File: config.mk
export PLATFORM = sky130hd
export DESIGN_NAME = grid_pixel_to_led_pulse_mapper_unit
export DESIGN_NICKNAME = d
export VERILOG_FILES = /design/src/sv/gplm_pkg.sv /design/src/sv/grid_pixel_to_led_pulse_mapper_unit.sv
export SDC_FILE = /design/constraint.sdc
export NUM_CORES = 1
export LEC_CHECK = 0
export BUFFER_PORTS_ARGS = -buffer_cell sky130_fd_sc_hd__buf_2
export CAP_MARGIN = 20
export CORE_UTILIZATION = 35
export DETAILED_ROUTE_END_ITERATION = 7
export GPL_TIMING_DRIVEN = 0
export PLACE_DENSITY = 0.56
export SLEW_MARGIN = 20
export SYNTH_ARGS = -nofsm -noshare
export SYNTH_HDL_FRONTEND = slang
export SYNTH_SLANG_ARGS = --single-unit
File: constraint.sdc
create_clock -name clk -period 4.93 [get_ports clk]
set_clock_uncertainty 0.05 [all_clocks]
set_input_delay 0.493 -clock clk [delete_from_list [all_inputs] [get_ports clk]]
set_output_delay 0.493 -clock clk [all_outputs]
set_load 0.05 [all_outputs]
File: src/sv/gplm_pkg.sv
// gplm_pkg: shared constants, types and the serpentine cell mapping for the
// grid pixel to led pulse mapper; depends on nothing
`timescale 1ns / 1ps

package gplm_pkg;

    localparam int TICK_W   = 15;
    localparam int SLOT_W   = 12;
    localparam int STRIP_W  = 2;
    localparam int POS_W    = 7;
    localparam int COORD_W  = 5;
    localparam int COLOR_W  = 24;
    localparam int CNT_W    = 5;
    localparam int CFG_IDX_W = 3;

    localparam int IN_DATA_W  = 40;
    localparam int OUT_DATA_W = 48;

    // register indexes on the configuration port
    localparam logic [CFG_IDX_W-1:0] REG_ONE_HIGH  = 3'd0;
    localparam logic [CFG_IDX_W-1:0] REG_ONE_LOW   = 3'd1;
    localparam logic [CFG_IDX_W-1:0] REG_ZERO_HIGH = 3'd2;
    localparam logic [CFG_IDX_W-1:0] REG_ZERO_LOW  = 3'd3;
    localparam logic [CFG_IDX_W-1:0] REG_PAUSE     = 3'd4;

    localparam logic [TICK_W-1:0] ONE_HIGH_RESET  = 15'd65;
    localparam logic [TICK_W-1:0] ONE_LOW_RESET   = 15'd36;
    localparam logic [TICK_W-1:0] ZERO_HIGH_RESET = 15'd32;
    localparam logic [TICK_W-1:0] ZERO_LOW_RESET  = 15'd69;
    localparam logic [TICK_W-1:0] PAUSE_RESET     = 15'd2419;

    localparam logic [SLOT_W-1:0] PAUSE_SLOT = 12'd2736;

    localparam logic [COORD_W-1:0] MAX_ROW    = 5'd17;
    localparam logic [COORD_W-1:0] SIDE_COL   = 5'd18;
    localparam logic [COORD_W-1:0] FIRST_BOTTOM_ROW = 5'd9;

    // request kinds on tuser
    localparam logic REQ_PIXEL     = 1'b0;
    localparam logic REQ_FRAME_END = 1'b1;

    // beat counts minus one
    localparam logic [CNT_W-1:0] PIXEL_LAST_BEAT = 5'd23;
    localparam logic [CNT_W-1:0] PAUSE_LAST_BEAT = 5'd2;

    typedef struct packed {
        logic [STRIP_W-1:0] strip;
        logic [POS_W-1:0]   pos;
    } map_t;

    // remainder by nine of a coordinate, by compare and subtract
    function automatic logic [3:0] coord_mod9(logic [COORD_W-1:0] v);
        logic [COORD_W-1:0] t;
        if (v >= 5'd27)
            t = v - 5'd27;
        else if (v >= 5'd18)
            t = v - 5'd18;
        else if (v >= 5'd9)
            t = v - 5'd9;
        else
            t = v;
        return t[3:0];
    endfunction

    // remainder by three of a value below nine
    function automatic logic [1:0] nine_mod3(logic [3:0] t);
        logic [3:0] d;
        if (t >= 4'd6)
            d = t - 4'd6;
        else if (t >= 4'd3)
            d = t - 4'd3;
        else
            d = t;
        return d[1:0];
    endfunction

    // quotient by three of a value below nine
    function automatic logic [1:0] nine_div3(logic [3:0] t);
        logic [1:0] q;
        if (t >= 4'd6)
            q = 2'd2;
        else if (t >= 4'd3)
            q = 2'd1;
        else
            q = 2'd0;
        return q;
    endfunction

    // serpentine mapping of an in-range cell onto strip and position
    // (x / 3) % 3 is the quotient by three of x % 9
    function automatic map_t map_cell(logic [COORD_W-1:0] row, logic [COORD_W-1:0] column);
        map_t               m;
        logic [COORD_W-1:0] rc;
        logic [3:0]         row_m9;
        logic [3:0]         col_m9;
        logic [3:0]         rc_m9;
        rc     = 5'd17 - column;
        row_m9 = coord_mod9(row);
        col_m9 = coord_mod9(column);
        rc_m9  = coord_mod9(rc);
        if (row < FIRST_BOTTOM_ROW) begin
            if (column == SIDE_COL) begin
                m.strip = nine_div3(row_m9);
                m.pos   = 7'd54 + {5'b00000, nine_mod3(row_m9)};
            end
            else begin
                m.strip = nine_div3(rc_m9);
                m.pos   = (7'd8 - {2'b00, row}) + 7'd9 * {5'b00000, nine_mod3(rc_m9)}
                          + ((column < 5'd9) ? 7'd0 : 7'd27);
            end
        end
        else begin
            if (column == SIDE_COL) begin
                m.strip = nine_div3(row_m9);
                m.pos   = 7'd57 + {5'b00000, nine_mod3(row_m9)};
            end
            else begin
                m.strip = nine_div3(col_m9);
                m.pos   = ((column < 5'd9) ? 7'd27 : 7'd0) + 7'd60
                          + 7'd9 * {5'b00000, nine_mod3(col_m9)} + {3'b000, row_m9};
            end
        end
        return m;
    endfunction

endpackage

File: src/sv/grid_pixel_to_led_pulse_mapper_unit.sv
// grid_pixel_to_led_pulse_mapper_unit: top level, maps grid pixels to led
// strip positions and encodes each colour bit as a pulse word
// depends on gplm_pkg
`timescale 1ns / 1ps

// usage
//   s_axis: one request word per handshake; tuser is the kind (pixel or
//   frame end), tdata carries row, column and colour
//   m_axis: one pulse word per handshake, tlast marks the final pulse word
//   caused by a request
//   cfg: write enable, register index and data; written at any clock edge,
//   only meant to change while the block is idle
// flow: a request is loaded into the emit stage, each beat into the output
//   register; a pixel gives 24 pulse words, a frame end 3, one per cycle
//   while m_axis_tready holds; the beat counter of the emit stage counts
//   them, and the next request enters with no bubble between requests
// a pixel outside the grid is taken and dropped, giving no pulse word
// reset: emit stage and output register empty, timing registers at their
//   default values
// stall: when m_axis_tready is low the output register holds its word, the
//   emit stage holds its beat, and s_axis_tready falls once the stage is full
module grid_pixel_to_led_pulse_mapper_unit
(
    input  logic                                clk,
    input  logic                                rst_n,
    input  logic                                s_axis_tvalid,
    output logic                                s_axis_tready,
    // lowest bit up: row[4:0], column[9:5], color[33:10], zero fill
    input  logic [gplm_pkg::IN_DATA_W-1:0]      s_axis_tdata,
    // req_type
    input  logic                                s_axis_tuser,
    output logic                                m_axis_tvalid,
    input  logic                                m_axis_tready,
    // lowest bit up: strip, slot, first_level, first_ticks, second_level,
    // second_ticks, zero fill
    output logic [gplm_pkg::OUT_DATA_W-1:0]     m_axis_tdata,
    output logic                                m_axis_tlast,
    input  logic                                cfg_we,
    input  logic [gplm_pkg::CFG_IDX_W-1:0]      cfg_index,
    input  logic [gplm_pkg::TICK_W-1:0]         cfg_data
);

    // timing registers
    logic [gplm_pkg::TICK_W-1:0] one_high_reg;
    logic [gplm_pkg::TICK_W-1:0] one_low_reg;
    logic [gplm_pkg::TICK_W-1:0] zero_high_reg;
    logic [gplm_pkg::TICK_W-1:0] zero_low_reg;
    logic [gplm_pkg::TICK_W-1:0] pause_reg;

    // emit stage
    logic                           busy_reg;
    logic                           is_pause_reg;
    logic [gplm_pkg::STRIP_W-1:0]   strip_reg;
    logic [gplm_pkg::SLOT_W-1:0]    slot_reg;
    logic [gplm_pkg::COLOR_W-1:0]   grb_reg;
    logic [gplm_pkg::CNT_W-1:0]     cnt_reg;

    // output register
    logic                           out_valid_reg;
    logic [gplm_pkg::OUT_DATA_W-1:0] out_data_reg;
    logic                           out_last_reg;

    // input fields
    logic [gplm_pkg::COORD_W-1:0]   in_row;
    logic [gplm_pkg::COORD_W-1:0]   in_column;
    logic [gplm_pkg::COLOR_W-1:0]   in_color;
    logic                           in_kind;
    logic                           in_take;
    logic                           in_on_grid;
    gplm_pkg::map_t                 in_map;

    logic                           advance;
    logic                           last_beat;
    logic                           bit_one;
    logic [gplm_pkg::TICK_W-1:0]    first_ticks;
    logic [gplm_pkg::TICK_W-1:0]    second_ticks;
    logic                           first_level;
    logic [gplm_pkg::OUT_DATA_W-1:0] beat_data;

    assign in_row    = s_axis_tdata[4:0];
    assign in_column = s_axis_tdata[9:5];
    assign in_color  = s_axis_tdata[33:10];
    assign in_kind   = s_axis_tuser;

    assign in_on_grid = (in_row <= gplm_pkg::MAX_ROW) && (in_column <= gplm_pkg::SIDE_COL);
    assign in_map     = gplm_pkg::map_cell(in_row, in_column);

    // a beat moves to the output register when it is empty or being drained
    assign advance   = busy_reg && (!out_valid_reg || m_axis_tready);
    assign last_beat = is_pause_reg ? (cnt_reg == gplm_pkg::PAUSE_LAST_BEAT)
                                    : (cnt_reg == gplm_pkg::PIXEL_LAST_BEAT);

    // next request enters as the final beat leaves
    assign s_axis_tready = !busy_reg || (advance && last_beat);
    assign in_take       = s_axis_tvalid && s_axis_tready;

    // pulse word for the current beat, msb of grb first
    assign bit_one      = grb_reg[gplm_pkg::COLOR_W-1];
    assign first_level  = !is_pause_reg;
    assign first_ticks  = is_pause_reg ? pause_reg : (bit_one ? one_high_reg : zero_high_reg);
    assign second_ticks = is_pause_reg ? pause_reg : (bit_one ? one_low_reg : zero_low_reg);
    assign beat_data    = {2'b00, second_ticks, 1'b0, first_ticks, first_level,
                           slot_reg, strip_reg};

    always_ff @(posedge clk or negedge rst_n)
    begin
        if (!rst_n)
        begin
            one_high_reg  <= gplm_pkg::ONE_HIGH_RESET;
            one_low_reg   <= gplm_pkg::ONE_LOW_RESET;
            zero_high_reg <= gplm_pkg::ZERO_HIGH_RESET;
            zero_low_reg  <= gplm_pkg::ZERO_LOW_RESET;
            pause_reg     <= gplm_pkg::PAUSE_RESET;
        end
        else if (cfg_we)
        begin
            case (cfg_index)
                gplm_pkg::REG_ONE_HIGH:  one_high_reg  <= cfg_data;
                gplm_pkg::REG_ONE_LOW:   one_low_reg   <= cfg_data;
                gplm_pkg::REG_ZERO_HIGH: zero_high_reg <= cfg_data;
                gplm_pkg::REG_ZERO_LOW:  zero_low_reg  <= cfg_data;
                gplm_pkg::REG_PAUSE:     pause_reg     <= cfg_data;
                default:                 ;
            endcase
        end
    end

    // emit stage control
    always_ff @(posedge clk or negedge rst_n)
    begin
        if (!rst_n)
        begin
            busy_reg <= 1'b0;
        end
        else if (in_take)
        begin
            // off-grid pixels are swallowed here
            busy_reg <= (in_kind == gplm_pkg::REQ_FRAME_END) || in_on_grid;
        end
        else if (advance && last_beat)
        begin
            busy_reg <= 1'b0;
        end
    end

    // emit stage payload
    always_ff @(posedge clk)
    begin
        if (in_take)
        begin
            is_pause_reg <= (in_kind == gplm_pkg::REQ_FRAME_END);
            cnt_reg      <= '0;
            if (in_kind == gplm_pkg::REQ_FRAME_END)
            begin
                strip_reg <= '0;
                slot_reg  <= gplm_pkg::PAUSE_SLOT;
            end
            else
            begin
                strip_reg <= in_map.strip;
                slot_reg  <= gplm_pkg::SLOT_W'(in_map.pos) * 12'd24;
            end
            // green, red, blue
            grb_reg <= {in_color[15:8], in_color[23:16], in_color[7:0]};
        end
        else if (advance)
        begin
            cnt_reg <= cnt_reg + 5'd1;
            if (is_pause_reg)
            begin
                strip_reg <= strip_reg + 2'd1;
            end
            else
            begin
                slot_reg <= slot_reg + 12'd1;
                grb_reg  <= {grb_reg[gplm_pkg::COLOR_W-2:0], 1'b0};
            end
        end
    end

    // output register
    always_ff @(posedge clk or negedge rst_n)
    begin
        if (!rst_n)
        begin
            out_valid_reg <= 1'b0;
        end
        else if (advance)
        begin
            out_valid_reg <= 1'b1;
        end
        else if (m_axis_tready)
        begin
            out_valid_reg <= 1'b0;
        end
    end

    always_ff @(posedge clk)
    begin
        if (advance)
        begin
            out_data_reg <= beat_data;
            out_last_reg <= last_beat;
        end
    end

    assign m_axis_tvalid = out_valid_reg;
    assign m_axis_tdata  = out_data_reg;
    assign m_axis_tlast  = out_last_reg;

endmodule

==> impl_metrics.py, run 1 <==
metrics = {
    "worst_setup_path": {
        "cp-end-kind": "flip-flop",
        "startpoint_type": "primary input",
        "cp_slowest_cell": "fa_1",
        "rr_startpoint": "is_pause_reg",
        "critPathMaxStageDelay_ns": 0.41,
        "cp_top_family": "adder cells",
        "r2r_setup_slack_ns": 2.27,
        "crit_buf_inv": 6,
        "critPathKind": "primary input to flip-flop",
        "cp_max_fo": 5,
        "timing.rr.end": "strip_reg[0]",
        "rr_worst_depth": 9,
        "cp.arrival_ns": 5.92,
        "crit_required_ns": 5.06,
    },
    "power": {
        "p_int_mw": 3.89,
        "powerDensity_nw_per_um2": 534,
        "p_clk_share_pct": 21.3,
        "seqPwrFrac_pct": 33.4,
        "p_leak_nw": 4.99,
        "switchingPower_mw": 2.31,
        "total_power_mw": 6.20,
        "ir_drop_uv": 386,
        "p_comb_share_pct": 45.3,
        "switching_share_pct": 37.2,
    },
    "logic_synthesis": {
        "synth_edf_count": 85,
        "synth_top_family_by_area": "multiplexers",
        "synth-adder-area-share_pct": 9.48,
        "yosysWarnings": 0,
        "ys_ff_latch": 167,
        "syn_area_per_cell_um2": 11.2,
        "ys.flop_type": "edfxtp_1",
        "synth_top_area_share_pct": 27.3,
        "synth_compound_area_share_pct": 10.2,
        "ys_async_sr_fraction_pct": 46.1,
        "synthSimpleGateAreaFrac_pct": 10.6,
        "syn_area_um2": 9340,
        "synthTopCellsByArea": "edfxtp_1, dfrtp_1, mux2_2",
        "synthDistinctLibCells": 71,
        "yosys.area_share.xor_xnor_pct": 4.19,
        "synth.mux.area_fraction_pct": 12.8,
        "synthCells": 831,
        "yosysSeqAreaShare_pct": 49.2,
        "yosysTopAreaCell": "edfxtp_1",
    },
    "global_routing": {
        "grt_max_degree": 40,
        "grt_pass1_wl_um": 33600,
        "grt_pass1_vias": 6392,
        "grt_util_all_layers_pct": 16.0,
        "antenna_found_initial": 0,
        "grt-ovfl-total": 0,
    },
    "timing": {
        "drv_slew": 0,
        "setup_violations": 7,
        "timing.fmax_ghz": 0.173,
        "fin_crit_ns": 5.79,
        "max_slew_margin_pct": 34.4,
        "worst_slew_pin_slew_ns": 0.984,
        "hold_viol": 0,
        "timing.final.crit_share_pct": 118,
        "setup_ws_ns": -0.864,
        "rsz0062_at_grt": "true",
    },
    "finish": {
        "fin_cells": 1345,
        "regArea_um2": 4600,
        "layout-drive-gt1-share_pct": 34.5,
        "syn2layout_area_growth_pct": 24.3,
        "fillCellCount": 2516,
        "multi_input_area_um2": 4750,
        "diodes": 0,
        "final_common_cell": "buf_2",
        "fin_nets": 1127,
        "layout_common_cells": "buf_2, nand2_1, edfxtp_1",
        "fin_util_pct": 44.4,
        "largest_register_ffs": 45,
        "stdcell_area_um2": 11600,
    },
    "clocking": {
        "numClockSinks": 167,
        "cts_tree": "yes",
        "htreeDepth": 4,
        "cts-root-buf": "clkbuf_16",
        "numCtsBuffers": 17,
        "clock_path_buffers": 2,
        "worstSkewPairLatency_ns": 0.42,
        "clk_pin_slew_ns": 0.06,
    },
    "die": {
        "dieWidth_um": 165,
        "ios": 115,
        "die-area_um2": 27300,
        "rows": 59,
        "initial_core_util_pct": 35.7,
        "die_y_um": 165,
        "core_area_um2": 26100,
    },
    "detailed_routing": {
        "totalWireLength_um": 21500,
        "wl_met2_um": 10300,
        "drt-met1-wl_um": 9950,
        "vias": 6688,
        "wl_met3_um": 997,
        "drcViolationCount": 24,
        "detail_route.iter0.violations": 419,
        "vias_per_cell": 4.97,
        "highest_layer": "met4",
        "ant_nets": 0,
        "avgRoutedWirePerCell_um": 16.0,
        "detail_route.first_pass.iterations": 7,
    },
    "place": {
        "io_buffers": 103,
        "gp_congestion": 0.808,
        "placed_area_um2": 10500,
        "pre_cts_ws_ns": -1.96,
        "dp_hpwl_um": 14900,
        "dp.cells": 1274,
    },
    "hold_path": {
        "whs_endpoint": "is_pause_reg",
        "hp-class": "primary input to flip-flop",
        "min_from": "s_axis_tuser",
        "holdPathStages": 1,
    },
    "status": {
        "violations": "DRC, setup timing",
        "status": "finished, violations left",
    },
    "flow_run": {
        "drv_cap": 0,
    },
}
## per-stage QoR
step,hold WS (ns),TNS [ns]
2_1_floorplan,0.147,-6.15
3_5_place_dp,0.415,-12.89
5_1_grt,0.242,-6.81
6_report,0.252,-5.16
4_1_cts,0.241,-5.30
3_3_place_gp,0.404,-15.61
## worst max-delay path by stage
| stage | from | endpoint | slack [ns] | depth (start not counted) |
|---|---|---|---|---|
| floorplan | s_axis_tdata[6] | slot_reg[10] | -1.05 | 29 |
| global placement | s_axis_tdata[6] | slot_reg[11] | -1.94 | 28 |
| detailed placement | s_axis_tdata[6] | slot_reg[11] | -1.96 | 30 |
| CTS | s_axis_tdata[7] | slot_reg[11] | -0.88 | 30 |
| global route | s_axis_tdata[6] | slot_reg[10] | -1.08 | 29 |
| finish | s_axis_tdata[6] | slot_reg[10] | -0.86 | 29 |
## power by group through the flow
| stage | clock network (mW) | registers (mW) | logic, mW |
|---|---|---|---|
| 2_1_floorplan | 0 | 2.38 | 1.57 |
| 3_3_place_gp | 0 | 2.10 | 2.36 |
| 3_5_place_dp | 0 | 2.09 | 2.41 |
| 4_1_cts | 1.34 | 2.07 | 2.70 |
| 5_1_grt | 1.40 | 2.11 | 3.12 |
| 6_report | 1.32 | 2.07 | 2.81 |
## synth_stat cells, types with 4 or more instances
master	n
xor2_1	11
nor2_1	46
o21ai_0	17
nor3b_1	4
and2_1	4
nor3_1	10
inv_1	41
a21boi_0	6
nand2_1	101
o21a_1	10
a21o_1	12
dfrtp_1	62
a21oi_1	58
and3_1	10
edfxtp_1	85
nand2b_1	11
mux2i_1	34
ha_1	58
nand3_1	7
fa_1	8
dfstp_2	15
o32ai_1	4
clkbuf_1	18
nor2b_1	10
dfxtp_1	5
buf_2	9
buf_1	7
mux2_2	75
xnor2_1	30
## cells by family (layout without fill, tap and decap cells)
family,Yosys count,count (layout)
other,1,3
buffers and inverters,80,257
xor gates and xnor gates,43,43
and+or+nand+nor,217,217
adders and majority gates,66,66
muxes,110,110
DFF,167,167
AOI/OAI and AO/OA,147,147
## area by class of cell
class | count | area share, %
multi-input combinational | 586 | 41.0
inverter | 43 | 1.49
clock inverter | 14 | 1.35
clock buffer | 18 | 3.70
sequential | 167 | 39.6
tap | 335 | 3.61
buffer | 36 | 1.49
timing repair buffer | 146 | 7.80
## repair_timing
action / 4_1_cts / 5_1_grt
cloned: 0 / 0
setup buffers: 27 / 12
resized for setup: 35 / 26
setup endpoints to repair: 8 / 8
endpoints found under the hold margin: 7 / 0
hold buffers: 1 / 0
pin swaps: 30 / 26
## per-layer routing
| metal | global-route usage [%] | vias to the layer above |
|---|---|---|
| met4 | 4.13 | 0 |
| met3 | 2.87 | 20 |
| li1 | - | 3271 |
| met2 | 26.3 | 147 |
| met5 | 0 | - |
| met1 | 21.5 | 3250 |
No activity file was read; power rests on OpenSTA's default activity.
==> run 2, diff against run 1 <==
- CORE_UTILIZATION: 35 -> 59
- PLACE_DENSITY: 0.56 -> 0.84
==> run 2 against run 1 <==
  * The flow finishes with violations (setup timing)
  * Flip-flop and latch count unchanged
  * Worst hold slack got worse by 0.031 ns
  * Sequential power about the same
  * Worst setup slack got worse by 0.077 ns
  * Critical path type unchanged
  * Sequential share of layout area is 0.67 points higher
  * Clock-buffer cell count increased by 2
  * Register-to-register slack got worse by 0.09 ns
  * Power is 2.1% higher
  * Non-clock buffer count shrank 13
  * Via count up 4.4%
  * Combinational power up 6%
  * Clock power decreased by 5%
==> impl_metrics.py, run 2 (synthesis results as in run 1) <==
metrics = {
    "timing": {
        "setup_tns_ns": -5.61,
        "setup_violations": 7,
        "timing.fmax_ghz": 0.170,
        "timing.final.crit_share_pct": 119,
        "max_slew_margin_pct": 34.0,
        "hold_ws_ns": 0.221,
        "drv_slew": 0,
        "worst_slew_pin_slew_ns": 0.982,
        "setup_ws_ns": -0.942,
        "hold_viol": 0,
        "rsz0062_at_grt": "true",
        "fin_crit_ns": 5.87,
    },
    "die": {
        "initial_core_util_pct": 61.0,
        "rows": 45,
        "dieWidth_um": 128,
        "ios": 115,
        "core_area_um2": 15300,
        "die_y_um": 128,
        "die-area_um2": 16300,
    },
    "detailed_routing": {
        "vias_per_cell": 5.78,
        "vias": 6985,
        "ant_nets": 0,
        "detail_route.iter0.violations": 522,
        "drcViolationCount": 0,
        "totalWireLength_um": 21600,
        "avgRoutedWirePerCell_um": 17.9,
        "detail_route.first_pass.iterations": 8,
    },
    "power": {
        "total_power_mw": 6.32,
        "p_leak_nw": 4.95,
        "powerDensity_nw_per_um2": 554,
        "ir_drop_uv": 401,
    },
    "finish": {
        "fin_nets": 1114,
        "fillCellCount": 993,
        "layout_common_cells": "buf_2, nand2_1, edfxtp_1",
        "syn2layout_area_growth_pct": 22.2,
        "final_common_cell": "buf_2",
        "layout-drive-gt1-share_pct": 33.9,
        "largest_register_ffs": 45,
        "regArea_um2": 4600,
        "multi_input_area_um2": 4820,
    },
    "global_routing": {
        "grt_util_all_layers_pct": 26.6,
        "grt_pass1_vias": 6710,
        "grt_max_degree": 54,
        "grt_pass1_wl_um": 33500,
        "grt-ovfl-total": 0,
        "antenna_found_initial": 1,
    },
    "clocking": {
        "cts-root-buf": "clkbuf_16",
        "htreeDepth": 4,
        "cts_tree": "yes",
        "numClockSinks": 167,
        "worstSkewPairLatency_ns": 0.42,
        "clk_pin_slew_ns": 0.06,
        "clock_path_buffers": 2,
        "numCtsBuffers": 17,
    },
    "hold_path": {
        "whs_endpoint": "is_pause_reg",
        "hp-class": "primary input to flip-flop",
        "min_from": "s_axis_tuser",
        "holdPathStages": 1,
    },
    "worst_setup_path": {
        "critPathKind": "primary input to flip-flop",
        "cp.arrival_ns": 6.00,
        "r2r_setup_slack_ns": 2.18,
        "startpoint_type": "primary input",
        "cp-end-kind": "flip-flop",
        "rr_worst_depth": 7,
        "cp_slowest_cell": "fa_1",
        "rr_startpoint": "cnt_reg[0]",
        "crit_required_ns": 5.05,
        "crit_top_cell": "ha_4",
        "timing.rr.end": "grb_reg[4]",
        "critPathMaxStageDelay_ns": 0.41,
        "cp_max_fo": 5,
    },
    "place": {
        "gp_congestion": 0.907,
        "dp_hpwl_um": 14000,
        "pre_cts_ws_ns": -1.94,
        "io_buffers": 103,
    },
    "status": {
        "violations": "setup timing",
        "status": "finished, violations left",
    },
    "flow_run": {
        "drv_cap": 0,
    },
}
[run 2: changes by cell type in the layout (fill, tap and decap cells not counted), moves of 3 or more]
cell and delta:
ha_1 -4, inv_6 -5, clkinv_4 +3, buf_4 -13, inv_8 -3, clkinv_2 +3
[run 2: final cells by class]
| class | count | share of cell area [%] |
|---|---|---|
| antenna | 1 | 0.0219 |
| buffer | 36 | 1.53 |
| clock buffer | 20 | 4.10 |
| clock inverter | 12 | 0.877 |
| inverter | 43 | 1.53 |
| multi-input combinational | 586 | 42.2 |
| sequential | 167 | 40.3 |
| tap | 211 | 2.31 |
| timing repair buffer | 133 | 7.14 |
[run 2: how the worst max path moves through the flow]
stage | startpoint | end | slack, ns
6_report | s_axis_tdata[7] | slot_reg[10] | -0.94
5_1_grt | s_axis_tdata[6] | slot_reg[10] | -1.20
3_5_place_dp | s_axis_tdata[6] | slot_reg[11] | -1.94
3_3_place_gp | s_axis_tdata[6] | slot_reg[11] | -1.86
2_1_floorplan | s_axis_tdata[6] | slot_reg[10] | -1.05
4_1_cts | s_axis_tdata[7] | slot_reg[11] | -0.92
[run 2: what timing repair did]
| item | in CTS | in global routing |
|---|---|---|
| endpoints found under the setup margin | 8 | 8 |
| endpoints found under the hold margin | 25 | 0 |
| pin swaps | 22 | 28 |
| gates resized for setup | 39 | 35 |
| hold buffers | 1 | 0 |
| setup buffers | 18 | 12 |
[run 2: critical path, delay by kind of cell]
| family | cells | cell delay (ns) |
|---|---|---|
| AOI/OAI and AO/OA | 9 | 1.37 |
| muxes | 2 | 0.42 |
| xor gates and xnor gates | 3 | 0.47 |
| adders and majority gates | 6 | 1.64 |
| and+or+nand+nor | 4 | 1.09 |
| buffers and inverters | 7 | 0.49 |
[run 2: per-layer routing]
metal	track usage (%)	vias to the layer above	share of wire, %	wire length [um]
met5	0	-	0	0
met4	7.20	0	1.8	393
met3	5.72	31	5.8	1250
met2	46.0	263	51	11100
met1	33.9	3441	41	8840
li1	-	3250	-	-
[run 2: report_power, final]
group | switching, mW | internal, mW
clock | 0.530 | 0.734
sequential | 0.175 | 1.91
combinational | 1.65 | 1.33
[run 2: per-stage QoR]
step | cells | utilization [%] | instance area [um^2]
finish | 1209 | 74.5 | 11400
detailed placement | 1148 | 67.0 | 10300
global route | 1208 | 74.5 | 11400
CTS | 1196 | 72.6 | 11100
global placement | 1147 | 66.7 | 10200
floorplan | 833 | - | 9440
